**config.mk**
```make
export PLATFORM = sky130hd
export DESIGN_NAME = multinomial_particle_resampler_core
export DESIGN_NICKNAME = d
export VERILOG_FILES = /design/src/rtl/core/mpr_pkg.sv /design/src/rtl/core/multinomial_particle_resampler_core.sv
export VERILOG_INCLUDE_DIRS = /design/src /design/src/rtl/core
export SDC_FILE = /design/constraint.sdc
export NUM_CORES = 2
export LEC_CHECK = 0
export BUFFER_PORTS_ARGS = -buffer_cell sky130_fd_sc_hd__buf_2
export CAP_MARGIN = 20
export CORE_MARGIN = 3
export CORE_UTILIZATION = 40
export DETAILED_ROUTE_END_ITERATION = 12
export SLEW_MARGIN = 20
export SYNTH_ARGS = -nofsm -noshare
export SYNTH_HDL_FRONTEND = slang
export SYNTH_SLANG_ARGS = --single-unit
```
**constraint.sdc**
```tcl
create_clock -name clk -period 7.5 [get_ports clk]
set_input_delay 0.75 -clock clk [delete_from_list [all_inputs] [get_ports clk]]
set_output_delay 0.75 -clock clk [all_outputs]
set_load 0.05 [all_outputs]
```
**src/rtl/core/assert_macros.svh**
```systemverilog
// Assertion macros used by the resampler RTL.
`ifndef ASSERT_MACROS_SVH
`define ASSERT_MACROS_SVH

// Same-cycle implication, checked on every rising clock edge outside reset.
`define ASSERT_NOW(label, ante, cons) \
    label: assert property (@(posedge clk) disable iff (!rst_n) (ante) |-> (cons)) \
        else $error("same-cycle check failed");

// Next-cycle implication, checked on every rising clock edge outside reset.
`define ASSERT_NEXT(label, ante, cons) \
    label: assert property (@(posedge clk) disable iff (!rst_n) (ante) |=> (cons)) \
        else $error("next-cycle check failed");

`endif

```
**src/rtl/core/mpr_pkg.sv**
```systemverilog
// Package with the word types, codes and sizes of the multinomial resampler.
package mpr_pkg;

    localparam int PARTICLES = 64;
    localparam int IDX_W     = 6;
    localparam int CNT_W     = $clog2(PARTICLES + 1);
    localparam int SUM_W     = 22;
    localparam int PICK_W    = 7;
    localparam int TOL_W     = 16;

    localparam logic [SUM_W-1:0]  ONE_Q16  = SUM_W'(65536);
    localparam logic [PICK_W-1:0] PICK_MAX = '1;

    typedef enum logic [1:0] {
        OP_LOAD = 2'd0,
        OP_DRAW = 2'd1,
        OP_EMIT = 2'd2
    } op_t;

    typedef struct packed {
        logic [1:0]  operation;
        logic [15:0] weight;
        logic [15:0] draw;
    } cmd_word_t;

    typedef struct packed {
        logic [IDX_W-1:0] chosen_index;
        logic             chosen_valid;
        logic             sum_error;
        logic             last;
    } result_word_t;

endpackage

```
**src/rtl/core/multinomial_particle_resampler_core.sv**
```systemverilog
// Multinomial resampler core: microcoded sequencer over running-sum and pick-count memories.
// A load word runs a single load step; a draw word runs an init step, k <= 7 binary-search
// probes and, on a match, a pick-count update; an emit word scans every index, then flushes.
// Throughput is one word at a time; each search probe waits on the registered read of the
// single running-sum port. Results leave on a one-cycle strobe that the receiver must take.
// Reset clears counters, pick-count valid bits and the sequencer; the tolerance register resets to 7.
module multinomial_particle_resampler_core (
    input  logic                  clk,
    input  logic                  rst_n,
    input  logic                  start,
    output logic                  busy,
    input  mpr_pkg::cmd_word_t    cmd,
    input  logic                  cfg_we,
    input  logic [15:0]           cfg_wdata,
    output logic                  strobe,
    output mpr_pkg::result_word_t result
);
    import mpr_pkg::*;

    // Actions that a control word asks of the datapath.
    typedef enum logic [3:0] {
        A_NOP,
        A_LOAD,
        A_DRAW_INIT,
        A_SRCH_RD,
        A_SRCH_CMP,
        A_PICK_RD,
        A_PICK_WR,
        A_EMIT_INIT,
        A_CNT_RD,
        A_CNT_LD,
        A_EMIT_ONE,
        A_IDX_INC,
        A_FLUSH
    } act_t;

    // Jump conditions. C_NEXT never jumps, C_ALWAYS always does.
    typedef enum logic [2:0] {
        C_NEXT,
        C_ALWAYS,
        C_DRAW_FULL,
        C_SRCH_DONE,
        C_NOMATCH,
        C_CNT_NZ,
        C_IDX_MORE
    } cond_t;

    typedef logic [3:0] upc_t;

    typedef struct packed {
        act_t  act;
        cond_t cond;
        upc_t  target;
    } uword_t;

    // Entry points and jump targets of the microprogram.
    localparam upc_t ST_IDLE     = 4'd0;
    localparam upc_t ST_LOAD     = 4'd1;
    localparam upc_t ST_DRAW     = 4'd2;
    localparam upc_t ST_SRCH     = 4'd3;
    localparam upc_t ST_PICK     = 4'd6;
    localparam upc_t ST_PICK_WR  = 4'd7;
    localparam upc_t ST_EMIT     = 4'd8;
    localparam upc_t ST_CNT_RD   = 4'd9;
    localparam upc_t ST_EMIT_ONE = 4'd11;

    // The microprogram. A search probe is steps 3-5: step 3 leaves when the
    // window is empty, step 4 reads the middle entry, step 5 narrows the window.
    // The emit scan reads one pick count per index (steps 9-10), sends one word
    // per pick (step 11) and moves on (step 12). Step 13 sends the final word.
    function automatic uword_t ucode_rom(input upc_t addr);
        uword_t w;
        begin
            unique case (addr)
                4'd0:    w = '{A_NOP,       C_ALWAYS,    ST_IDLE};
                4'd1:    w = '{A_LOAD,      C_ALWAYS,    ST_IDLE};
                4'd2:    w = '{A_DRAW_INIT, C_DRAW_FULL, ST_IDLE};
                4'd3:    w = '{A_NOP,       C_SRCH_DONE, ST_PICK};
                4'd4:    w = '{A_SRCH_RD,   C_NEXT,      ST_IDLE};
                4'd5:    w = '{A_SRCH_CMP,  C_ALWAYS,    ST_SRCH};
                4'd6:    w = '{A_PICK_RD,   C_NOMATCH,   ST_IDLE};
                4'd7:    w = '{A_PICK_WR,   C_ALWAYS,    ST_IDLE};
                4'd8:    w = '{A_EMIT_INIT, C_NEXT,      ST_IDLE};
                4'd9:    w = '{A_CNT_RD,    C_NEXT,      ST_IDLE};
                4'd10:   w = '{A_CNT_LD,    C_NEXT,      ST_IDLE};
                4'd11:   w = '{A_EMIT_ONE,  C_CNT_NZ,    ST_EMIT_ONE};
                4'd12:   w = '{A_IDX_INC,   C_IDX_MORE,  ST_CNT_RD};
                4'd13:   w = '{A_FLUSH,     C_ALWAYS,    ST_IDLE};
                default: w = '{A_NOP,       C_ALWAYS,    ST_IDLE};
            endcase
            return w;
        end
    endfunction

    // Memories: running sums (written below the load count only) and pick counts.
    logic [SUM_W-1:0]  sum_mem  [PARTICLES];
    logic [PICK_W-1:0] pick_mem [PARTICLES];

    // Sequencer and control state.
    upc_t              upc_reg, upc_next;
    logic [15:0]       tol_reg;
    logic [CNT_W-1:0]  wl_reg, wl_next;
    logic [CNT_W-1:0]  draws_reg, draws_next;
    logic [SUM_W-1:0]  total_reg, total_next;
    logic [PARTICLES-1:0] pick_vld_reg, pick_vld_next;
    logic [CNT_W-1:0]  lo_reg, lo_next;
    logic [CNT_W-1:0]  hi_reg, hi_next;
    logic [IDX_W-1:0]  idx_reg, idx_next;
    logic [PICK_W-1:0] cnt_reg, cnt_next;
    logic              pend_vld_reg, pend_vld_next;
    logic [IDX_W-1:0]  pend_idx_reg, pend_idx_next;
    logic              err_reg, err_next;
    logic              strobe_reg, strobe_next;
    result_word_t      result_reg, result_next;

    // Payload registers, no reset.
    logic [15:0]       draw_reg, draw_next;
    logic [15:0]       weight_reg, weight_next;

    // Memory ports.
    logic              sum_we;
    logic [IDX_W-1:0]  sum_waddr;
    logic [SUM_W-1:0]  sum_wdata;
    logic [SUM_W-1:0]  sum_rdata_reg;
    logic              pick_we;
    logic [IDX_W-1:0]  pick_waddr;
    logic [PICK_W-1:0] pick_wdata;
    logic [IDX_W-1:0]  pick_raddr;
    logic [PICK_W-1:0] pick_rdata_reg;
    logic              pick_hit_reg;

    uword_t            uw;
    logic              jump;
    logic [CNT_W:0]    mid_sum;
    logic [IDX_W-1:0]  mid;
    logic [SUM_W-1:0]  new_sum;
    logic [SUM_W-1:0]  dev;
    logic [PICK_W-1:0] pick_cur;

    assign uw      = ucode_rom(upc_reg);
    assign mid_sum = {1'b0, lo_reg} + {1'b0, hi_reg};
    assign mid     = mid_sum[IDX_W:1];
    assign new_sum = total_reg + SUM_W'(weight_reg);
    assign dev     = (total_reg >= ONE_Q16) ? (total_reg - ONE_Q16) : (ONE_Q16 - total_reg);
    assign pick_cur = pick_hit_reg ? pick_rdata_reg : '0;

    // The pick-count read serves the draw update and the emit scan.
    assign pick_raddr = (uw.act == A_PICK_RD) ? lo_reg[IDX_W-1:0] : idx_reg;

    always_comb
    begin
        unique case (uw.cond)
            C_NEXT:      jump = 1'b0;
            C_ALWAYS:    jump = 1'b1;
            C_DRAW_FULL: jump = (draws_reg >= CNT_W'(PARTICLES));
            C_SRCH_DONE: jump = (lo_reg >= hi_reg);
            C_NOMATCH:   jump = (lo_reg == wl_reg);
            C_CNT_NZ:    jump = (cnt_reg != '0);
            C_IDX_MORE:  jump = (idx_reg != IDX_W'(PARTICLES - 1));
            default:     jump = 1'b0;
        endcase
    end

    always_comb
    begin
        upc_next      = upc_reg;
        wl_next       = wl_reg;
        draws_next    = draws_reg;
        total_next    = total_reg;
        pick_vld_next = pick_vld_reg;
        lo_next       = lo_reg;
        hi_next       = hi_reg;
        idx_next      = idx_reg;
        cnt_next      = cnt_reg;
        pend_vld_next = pend_vld_reg;
        pend_idx_next = pend_idx_reg;
        err_next      = err_reg;
        strobe_next   = 1'b0;
        result_next   = result_reg;
        draw_next     = draw_reg;
        weight_next   = weight_reg;
        sum_we        = 1'b0;
        sum_waddr     = wl_reg[IDX_W-1:0];
        sum_wdata     = new_sum;
        pick_we       = 1'b0;
        pick_waddr    = lo_reg[IDX_W-1:0];
        pick_wdata    = (pick_cur == PICK_MAX) ? PICK_MAX : pick_cur + PICK_W'(1);

        // Sequencing: dispatch on the operation when idle, else step or jump.
        if (upc_reg == ST_IDLE) begin
            if (start) begin
                draw_next   = cmd.draw;
                weight_next = cmd.weight;
                unique case (cmd.operation)
                    OP_LOAD: upc_next = ST_LOAD;
                    OP_DRAW: upc_next = ST_DRAW;
                    OP_EMIT: upc_next = ST_EMIT;
                    default: upc_next = ST_IDLE;
                endcase
            end
        end else begin
            upc_next = jump ? uw.target : upc_reg + upc_t'(1);
        end

        unique case (uw.act)
            A_NOP: ;
            A_LOAD: begin
                // Weights past the particle count are dropped.
                if (wl_reg < CNT_W'(PARTICLES)) begin
                    sum_we     = 1'b1;
                    total_next = new_sum;
                    wl_next    = wl_reg + CNT_W'(1);
                end
            end
            A_DRAW_INIT: begin
                lo_next = '0;
                hi_next = wl_reg;
                if (draws_reg < CNT_W'(PARTICLES)) begin
                    draws_next = draws_reg + CNT_W'(1);
                end
            end
            A_SRCH_RD: ;
            A_SRCH_CMP: begin
                // Sums never decrease, so the first entry above the draw
                // lies at mid or below when the probe exceeds the draw.
                if (sum_rdata_reg > SUM_W'(draw_reg)) begin
                    hi_next = CNT_W'(mid);
                end else begin
                    lo_next = CNT_W'(mid) + CNT_W'(1);
                end
            end
            A_PICK_RD: ;
            A_PICK_WR: begin
                pick_we                               = 1'b1;
                pick_vld_next[lo_reg[IDX_W-1:0]]      = 1'b1;
            end
            A_EMIT_INIT: begin
                err_next      = (dev > SUM_W'(tol_reg));
                idx_next      = '0;
                pend_vld_next = 1'b0;
            end
            A_CNT_RD: ;
            A_CNT_LD: begin
                cnt_next = pick_cur;
            end
            A_EMIT_ONE: begin
                // One word is held back so that the final one can carry last.
                if (cnt_reg != '0) begin
                    cnt_next      = cnt_reg - PICK_W'(1);
                    pend_vld_next = 1'b1;
                    pend_idx_next = idx_reg;
                    if (pend_vld_reg) begin
                        strobe_next = 1'b1;
                        result_next = '{pend_idx_reg, 1'b1, err_reg, 1'b0};
                    end
                end
            end
            A_IDX_INC: begin
                idx_next = idx_reg + IDX_W'(1);
            end
            A_FLUSH: begin
                strobe_next   = 1'b1;
                result_next   = pend_vld_reg ? result_word_t'{pend_idx_reg, 1'b1, err_reg, 1'b1}
                                             : result_word_t'{'0, 1'b0, err_reg, 1'b1};
                pend_vld_next = 1'b0;
                pick_vld_next = '0;
                wl_next       = '0;
                draws_next    = '0;
                total_next    = '0;
            end
            default: ;
        endcase
    end

    always_ff @(posedge clk or negedge rst_n)
    begin
        if (!rst_n) begin
            upc_reg      <= ST_IDLE;
            tol_reg      <= 16'd7;
            wl_reg       <= '0;
            draws_reg    <= '0;
            total_reg    <= '0;
            pick_vld_reg <= '0;
            lo_reg       <= '0;
            hi_reg       <= '0;
            idx_reg      <= '0;
            cnt_reg      <= '0;
            pend_vld_reg <= 1'b0;
            pend_idx_reg <= '0;
            err_reg      <= 1'b0;
            strobe_reg   <= 1'b0;
            result_reg   <= '0;
        end else begin
            upc_reg      <= upc_next;
            if (cfg_we) begin
                tol_reg <= cfg_wdata;
            end
            wl_reg       <= wl_next;
            draws_reg    <= draws_next;
            total_reg    <= total_next;
            pick_vld_reg <= pick_vld_next;
            lo_reg       <= lo_next;
            hi_reg       <= hi_next;
            idx_reg      <= idx_next;
            cnt_reg      <= cnt_next;
            pend_vld_reg <= pend_vld_next;
            pend_idx_reg <= pend_idx_next;
            err_reg      <= err_next;
            strobe_reg   <= strobe_next;
            result_reg   <= result_next;
        end
    end

    always_ff @(posedge clk)
    begin
        draw_reg   <= draw_next;
        weight_reg <= weight_next;
    end

    // Running-sum memory: one write port, one registered read port.
    always_ff @(posedge clk)
    begin
        if (sum_we) begin
            sum_mem[sum_waddr] <= sum_wdata;
        end
        sum_rdata_reg <= sum_mem[mid];
    end

    // Pick-count memory; entries without a valid bit read as zero.
    always_ff @(posedge clk)
    begin
        if (pick_we) begin
            pick_mem[pick_waddr] <= pick_wdata;
        end
        pick_rdata_reg <= pick_mem[pick_raddr];
        pick_hit_reg   <= pick_vld_reg[pick_raddr];
    end

    assign busy   = (upc_reg != ST_IDLE);
    assign strobe = strobe_reg;
    assign result = result_reg;

    `include "assert_macros.svh"

    // The final word of an emit goes out while the sequencer is idle.
    `ASSERT_NOW(a_last_ends_emit, strobe && result.last, !busy)
    // A word without a real index can only be the final one.
    `ASSERT_NOW(a_empty_is_last, strobe && !result.chosen_valid, result.last)
    // A pick count is only ever bumped for a loaded entry.
    `ASSERT_NOW(a_pick_in_range, upc_reg == ST_PICK_WR, lo_reg < wl_reg)
    // A load word finishes in a single busy cycle.
    `ASSERT_NEXT(a_load_short, start && !busy && cmd.operation == OP_LOAD, busy ##1 !busy)

endmodule
```
; ---- Yosys cells after proc, flatten, opt, wreduce, memory -nomap -nowiden
; Memories as Yosys holds them, arrays and structs flattened. A register that Yosys moved wholly into a read port is not among the register bits.
; Cells that the tools add are included.
; W data, S select, Z words.
[word_totals]
output_inout_bits = 11
ramBits = 1856
rom_bits = 176
in_bits = 54
mem_count = 3
regBits = 198
word_cells = 140
[memory_table]
columns = name, depth, word_bits, read_ports, rd_clocked_by_memory_dff, wr, line_no
row1 = sum_mem, 64, 22, 1, 1, 1, multinomial_particle_resampler_core.sv:96  ; logic [SUM_W-1:0] sum_mem [PARTICLES];
row2 = pick_mem, 64, 7, 1, 1, 1, multinomial_particle_resampler_core.sv:97  ; logic [PICK_W-1:0] pick_mem [PARTICLES];
row3 = (name not given), 16, 11, 1, 0, 0, multinomial_particle_resampler_core.sv:74  ; unique case (addr)
[op_classes]
n_lt_le_gt_ge = 10
eq_ne = 28
mux = 43
bitwise = 1
reduce_logical = 23
add_sub_neg = 11
[ops]
columns = operator, n
row1 = $pmux W64 S2, 1
row2 = $pmux W7 S2, 5
row3 = $or A64 B64 Y64, 1
row4 = $mux W7, 7
row5 = $gt A22 B16 Y1, 2
row6 = $mux W22, 2
row7 = $pmux W22 S2, 1
row8 = $mux W9, 3
row9 = $add A22 B16 Y22, 1
row10 = $ge A22 B17 Y1 const B, 1
row11 = $sub A17 B22 Y22 const A, 1
row12 = $sub A22 B17 Y22 const B, 1
row13 = $add A7 B1 Y7 const B, 3
row14 = $pmux W9 S2, 1
row15 = $eq A4 B3 Y1 const B, 4
row16 = $eq A4 B4 Y1 const B, 4
row17 = $reduce_and A2 Y1, 8
row18 = $reduce_bool A2 Y1, 8
row19 = $lt A6 B7 Y1 const B, 2
row20 = $lt A7 B7 Y1 const B, 2
row21 = $ne A2 B2 Y1 const B, 7
row22 = $mux W1, 12
row23 = $mux W4, 3
row24 = $pmux W4 S3, 1
row25 = other kinds (31), 35

; ---- Logic depth before layout (Yosys ltp)
[logic_depth]
depth_word = 6
depth_mapped = 17
ltp_nobuf = 16

; ---- Least setup slack after synthesis
; OpenSTA, ideal clock, no wires.
[synth_timing]
path_type = register to register
startpoint = register total_reg[0]
endpoint = memory sum_mem[0][20] (data pin)
path_stages_with_launch = 12
path_buffers = 0
t_required_ns = 6.965
setup_time_ns = 0.535
t_arrival_ns = 3.953
setup_slack_ns = 3.011
period_less_slack_ns = 4.489
path_cell_list = dfrtp_1 ha_1 fa_1 a21o_1 a21oi_1 o21a_1 o21ai_0 nand3_1 nand2_1 o21ai_1 nor2_1 xor2_1
[synth_via]
elab_chain_cells = 1
[synth_lines]
columns = item, line_no
row1 = "start, declared", multinomial_particle_resampler_core.sv:104  ; logic [SUM_W-1:0] total_reg, total_next;
row2 = "start signal, assigned", multinomial_particle_resampler_core.sv:300  ; total_reg <= total_next;
row3 = $add A22 B16 Y22, multinomial_particle_resampler_core.sv:143  ; assign new_sum = total_reg + SUM_W'(weight_reg);
row4 = named net new_sum[20], multinomial_particle_resampler_core.sv:136  ; logic [SUM_W-1:0] new_sum;
row5 = "end, declared", multinomial_particle_resampler_core.sv:96
; The timed path passes the listed nets, and every way through them passes these cells.

; ---- Final worst setup path
[layout_timing]
startpoint = register upc_reg[1]
endpoint = memory sum_mem[27][12] (enable)
[layout_via]
elab_chain_cells = 5
[layout_lines]
columns = item, line_no
row1 = "start, declared", multinomial_particle_resampler_core.sv:100  ; upc_t upc_reg, upc_next;
row2 = "start signal, assigned", multinomial_particle_resampler_core.sv:294  ; upc_reg <= upc_next;
row3 = $mem_v2 Z16 W11, --
row4 = $eq A4 B1 Y1, multinomial_particle_resampler_core.sv:205  ; unique case (uw.act)
row5 = $mux W1, multinomial_particle_resampler_core.sv:205
row6 = $mux W1, multinomial_particle_resampler_core.sv:323  ; if (sum_we) begin
row7 = $mux W1 (not written as such), multinomial_particle_resampler_core.sv:324  ; sum_mem[sum_waddr] <= sum_wdata;
; No other way between the ends.

==> results.md <==
- Critical path's top delay family: simple AND/OR/NAND/NOR gates
- Die height: 463.4 um
- Total Routing Usage GR: 0.2013
- Nets: 5367
- Yosys reg bits: 2083
- Peak supply drop: 665.4 uV
- Area growth from synthesis to layout: 14.10%
- Power share of the combinational group: 0.334
- Clock Power Share: 0.264
- Post-route clock period utilization: 0.7109
- Critical Path RT: 8050 ps
- Setup TNS Final: 0 ps
- Count of final setup violators: 0
- Ys async rst share: 0.07921
- Port bufs: 64
- Grt total ovfl: 0
- Switch Pwr: 14.55 mW
- Crit path arrival time: 5880 ps
- First-pass GRT wire length: 320000 um
- Crit path max-delay cell type: nor2_2
- Placement Rows: 167
- Root buffer cell: clkbuf_16
- Detail Placement HPWL: 129400 um
- DR vias: 46641
- Pre-Repair DR Iteration Count: 7
- Initial antenna violation count: 7
- Synth Flop Type: edfxtp_1
- Cells after Synth: 5075
- Routed vias/inst: 5.682
- Post-synthesis sequential area ratio: 0.7341
- Min Tclk post-route: 5332 ps
- Largest net degree at the start of global routing: 123
- Largest stage delay, worst path: 840 ps
- Total Wirelength: 219100 um
- Wirelength per Cell: 26.70 um
- Fin. Hold Viols: 0
- Fillers: 17705
- Seq pwr share: 0.402
- Final Power: 40.98 mW
- CTS buffer count: 210
- Status: completed
- Number of global-route vias before repair: 46505
- Max reg flops: 1408
- Clock Skews: 94.76 ps
- Slew HR: 0.2381
- Core box area: 207500 um2
- Postcts setup bufs: 0
- Leak pwr: 31.94 nW
- Number of synthesized flops with an enable pin: 1888
- Crit end category: flop
- Clock transition at path regs: 60 ps
- Synthesized area: 83680 um2
- Clk Latency, worst-skew pair: 860 ps
- Crit path max fanout: 13
- Drt first-iter violations: 5206
- RSZ-0062 raised after global routing: false
- Syn Area/Cell: 16.49 um2
- Critical-path cell list: inv_1 > ha_1 > mux2i_1 > o221ai_1 > nand4b_1 > nor2_1 > nand3_1 > nor2_2 > buf_4
- Die Footprint: 214700 um2
- Worst min path class: in2reg
- Clock Tree Buf Depth: 3
- Internal power: 26.43 mW
- Total I/O pin count: 65
- ANT nets after route: 0
- Gpl congestion: 0.8565
- Synth cell types: 84
- CP Buf/Inv Count: 2
- Drt drc: 0
- Fmax: 187.6 MHz
- Worst Tran Pin Value: 1133 ps
- Max-cap violations: 0
- Switching Share: 0.3550
- Syn Nets: 5209
- Synthesis Warnings: 0
- Initial Utilization: 0.4033
- H-tree levels: 4
- CTS tree: yes
- Die X: 463.4 um
- Pwr dens: 429.3 nW/um2
- Crit path kind: reg2reg
- Type of origin of the critical path: flop
- Clk sink count: 2083
- Fin. max-slew vios: 0
- Share of layout cells above drive strength 1: 0.1912
==> power by group through the flow <==
stage	logic (mW)	registers, mW	clock network (mW)
after floorplan	8.03	16.7	0
after global placement	13.6	16.7	0
after detailed placement	13.9	16.7	0
after CTS	13.9	16.5	11.0
after global routing	14.7	16.5	11.5
final	13.7	16.5	10.8
==> worst register-to-register path: cells and delay by family (launching register included) <==
family | cells | cell delay (ps)
AO/OA/AOI/OAI | 1 | 830
adder cells (fa/ha/maj) | 1 | 350
buffers and inverters | 2 | 560
flip-flops | 1 | 450
multiplexers | 1 | 140
AND/OR/NAND/NOR | 4 | 2690
==> cells by family after synthesis <==
logic type	share of synthesized area
flip-flops	0.7341
AND/OR/NAND/NOR	0.08644
multiplexers	0.1073
AO/OA/AOI/OAI	0.03626
buffers and inverters	0.01727
adder cells (fa/ha/maj)	0.01214
XOR/XNOR	0.006489
==> final cells by class <==
cell class	count	area, um2	share of cell area
inverter	79	296.5	0.003106
multi-input combinational	2649	21430	0.2245
tap	2788	3488	0.03654
clock buffer	285	5778	0.06052
antenna	2	5.005	0.00005242
sequential	2083	61430	0.6434
clock inverter	112	1458	0.01527
timing repair buffer	210	1588	0.01663
==> repair_timing <==
item | CTS | global route
hold endpoints to repair | 76 | 0
hold buffers | 1 | 0
gates resized for setup | 0 | 0
==> path summary, 6_finish.rpt <==
path / slack [ps] / endpoint / cells past startpoint / start
hold / removal: 70 / draw_reg[2]$_DFFE_PP_ / 1 / cmd[2]
setup / recovery: 2170 / sum_mem[27][12]$_DFFE_PP_ / 9 / upc_reg[1]$_DFFE_PN0P_
max in group asynchronous: 5140 / total_reg[5]$_DFFE_PN0P_ / 4 / rst_n
min in group asynchronous: 530 / pick_vld_reg[18]$_DFFE_PN0P_ / 2 / rst_n
setup reg to reg: 2170 / sum_mem[27][12]$_DFFE_PP_ / 9 / upc_reg[1]$_DFFE_PN0P_
hold reg to reg: 490 / pick_vld_reg[46]$_DFFE_PN0P_ / 1 / pick_vld_reg[46]$_DFFE_PN0P_
==> metal layers <==
layer	global-route usage	wire length, um
met1	0.2715	88280
met4	0.06456	6992
met3	0.03241	15230
met5	0	0
met2	0.3353	108600
==> cell usage in the layout (no fill, tap or decap), types with 65 or more instances in the layout <==
cell / instances
inv_1: 78
edfxtp_1: 1888
mux4_2: 352
buf_4: 132
o21a_1: 74
nand3_1: 287
dfrtp_1: 162
clkbuf_16: 211
o21ai_0: 66
nor2_2: 65
mux2i_1: 86
nor2_1: 174
ha_1: 77
nand4_1: 136
nand2_1: 821
==> synthesized netlist by cell type, types with 22 or more instances <==
library cell	n	area (um2)
a31oi_1	42	262.8
dfrtp_1	162	4054
o21a_1	74	555.5
o21ai_0	67	335.3
nor2_1	238	893.4
a21oi_1	48	240.2
nor3_1	24	120.1
xnor2_1	40	350.3
nand2_1	827	3104
ha_1	78	975.9
a32oi_1	34	297.8
a22o_1	24	210.2
dfxtp_1	30	600.6
mux4_2	352	7928
mux2i_1	87	870.8
edfxtp_1	1888	56690
nand3_1	287	1436
buf_1	43	161.4
inv_1	78	292.8
nand4_1	136	850.8
xor2_1	22	192.7
buf_2	35	175.2
clkbuf_1	167	626.9
==> through the flow <==
| step | utilization | area [um2] | hold WS (ps) | setup WS [ps] | instances |
|---|---|---|---|---|---|
| after global placement | 0.4247 | 88120 | 472.4 | 2333 | 7804 |
| after CTS | 0.4599 | 95420 | 4.272 | 2145 | 8204 |
| after floorplan | - | 83680 | 454.4 | 3012 | 5075 |
| final | 0.4601 | 95470 | 73.39 | 2168 | 8208 |
| after detailed placement | 0.4250 | 88180 | 475.6 | 2159 | 7806 |
| after global routing | 0.4601 | 95470 | 24.54 | 1870 | 8208 |
(Power assumes the default switching activity.)
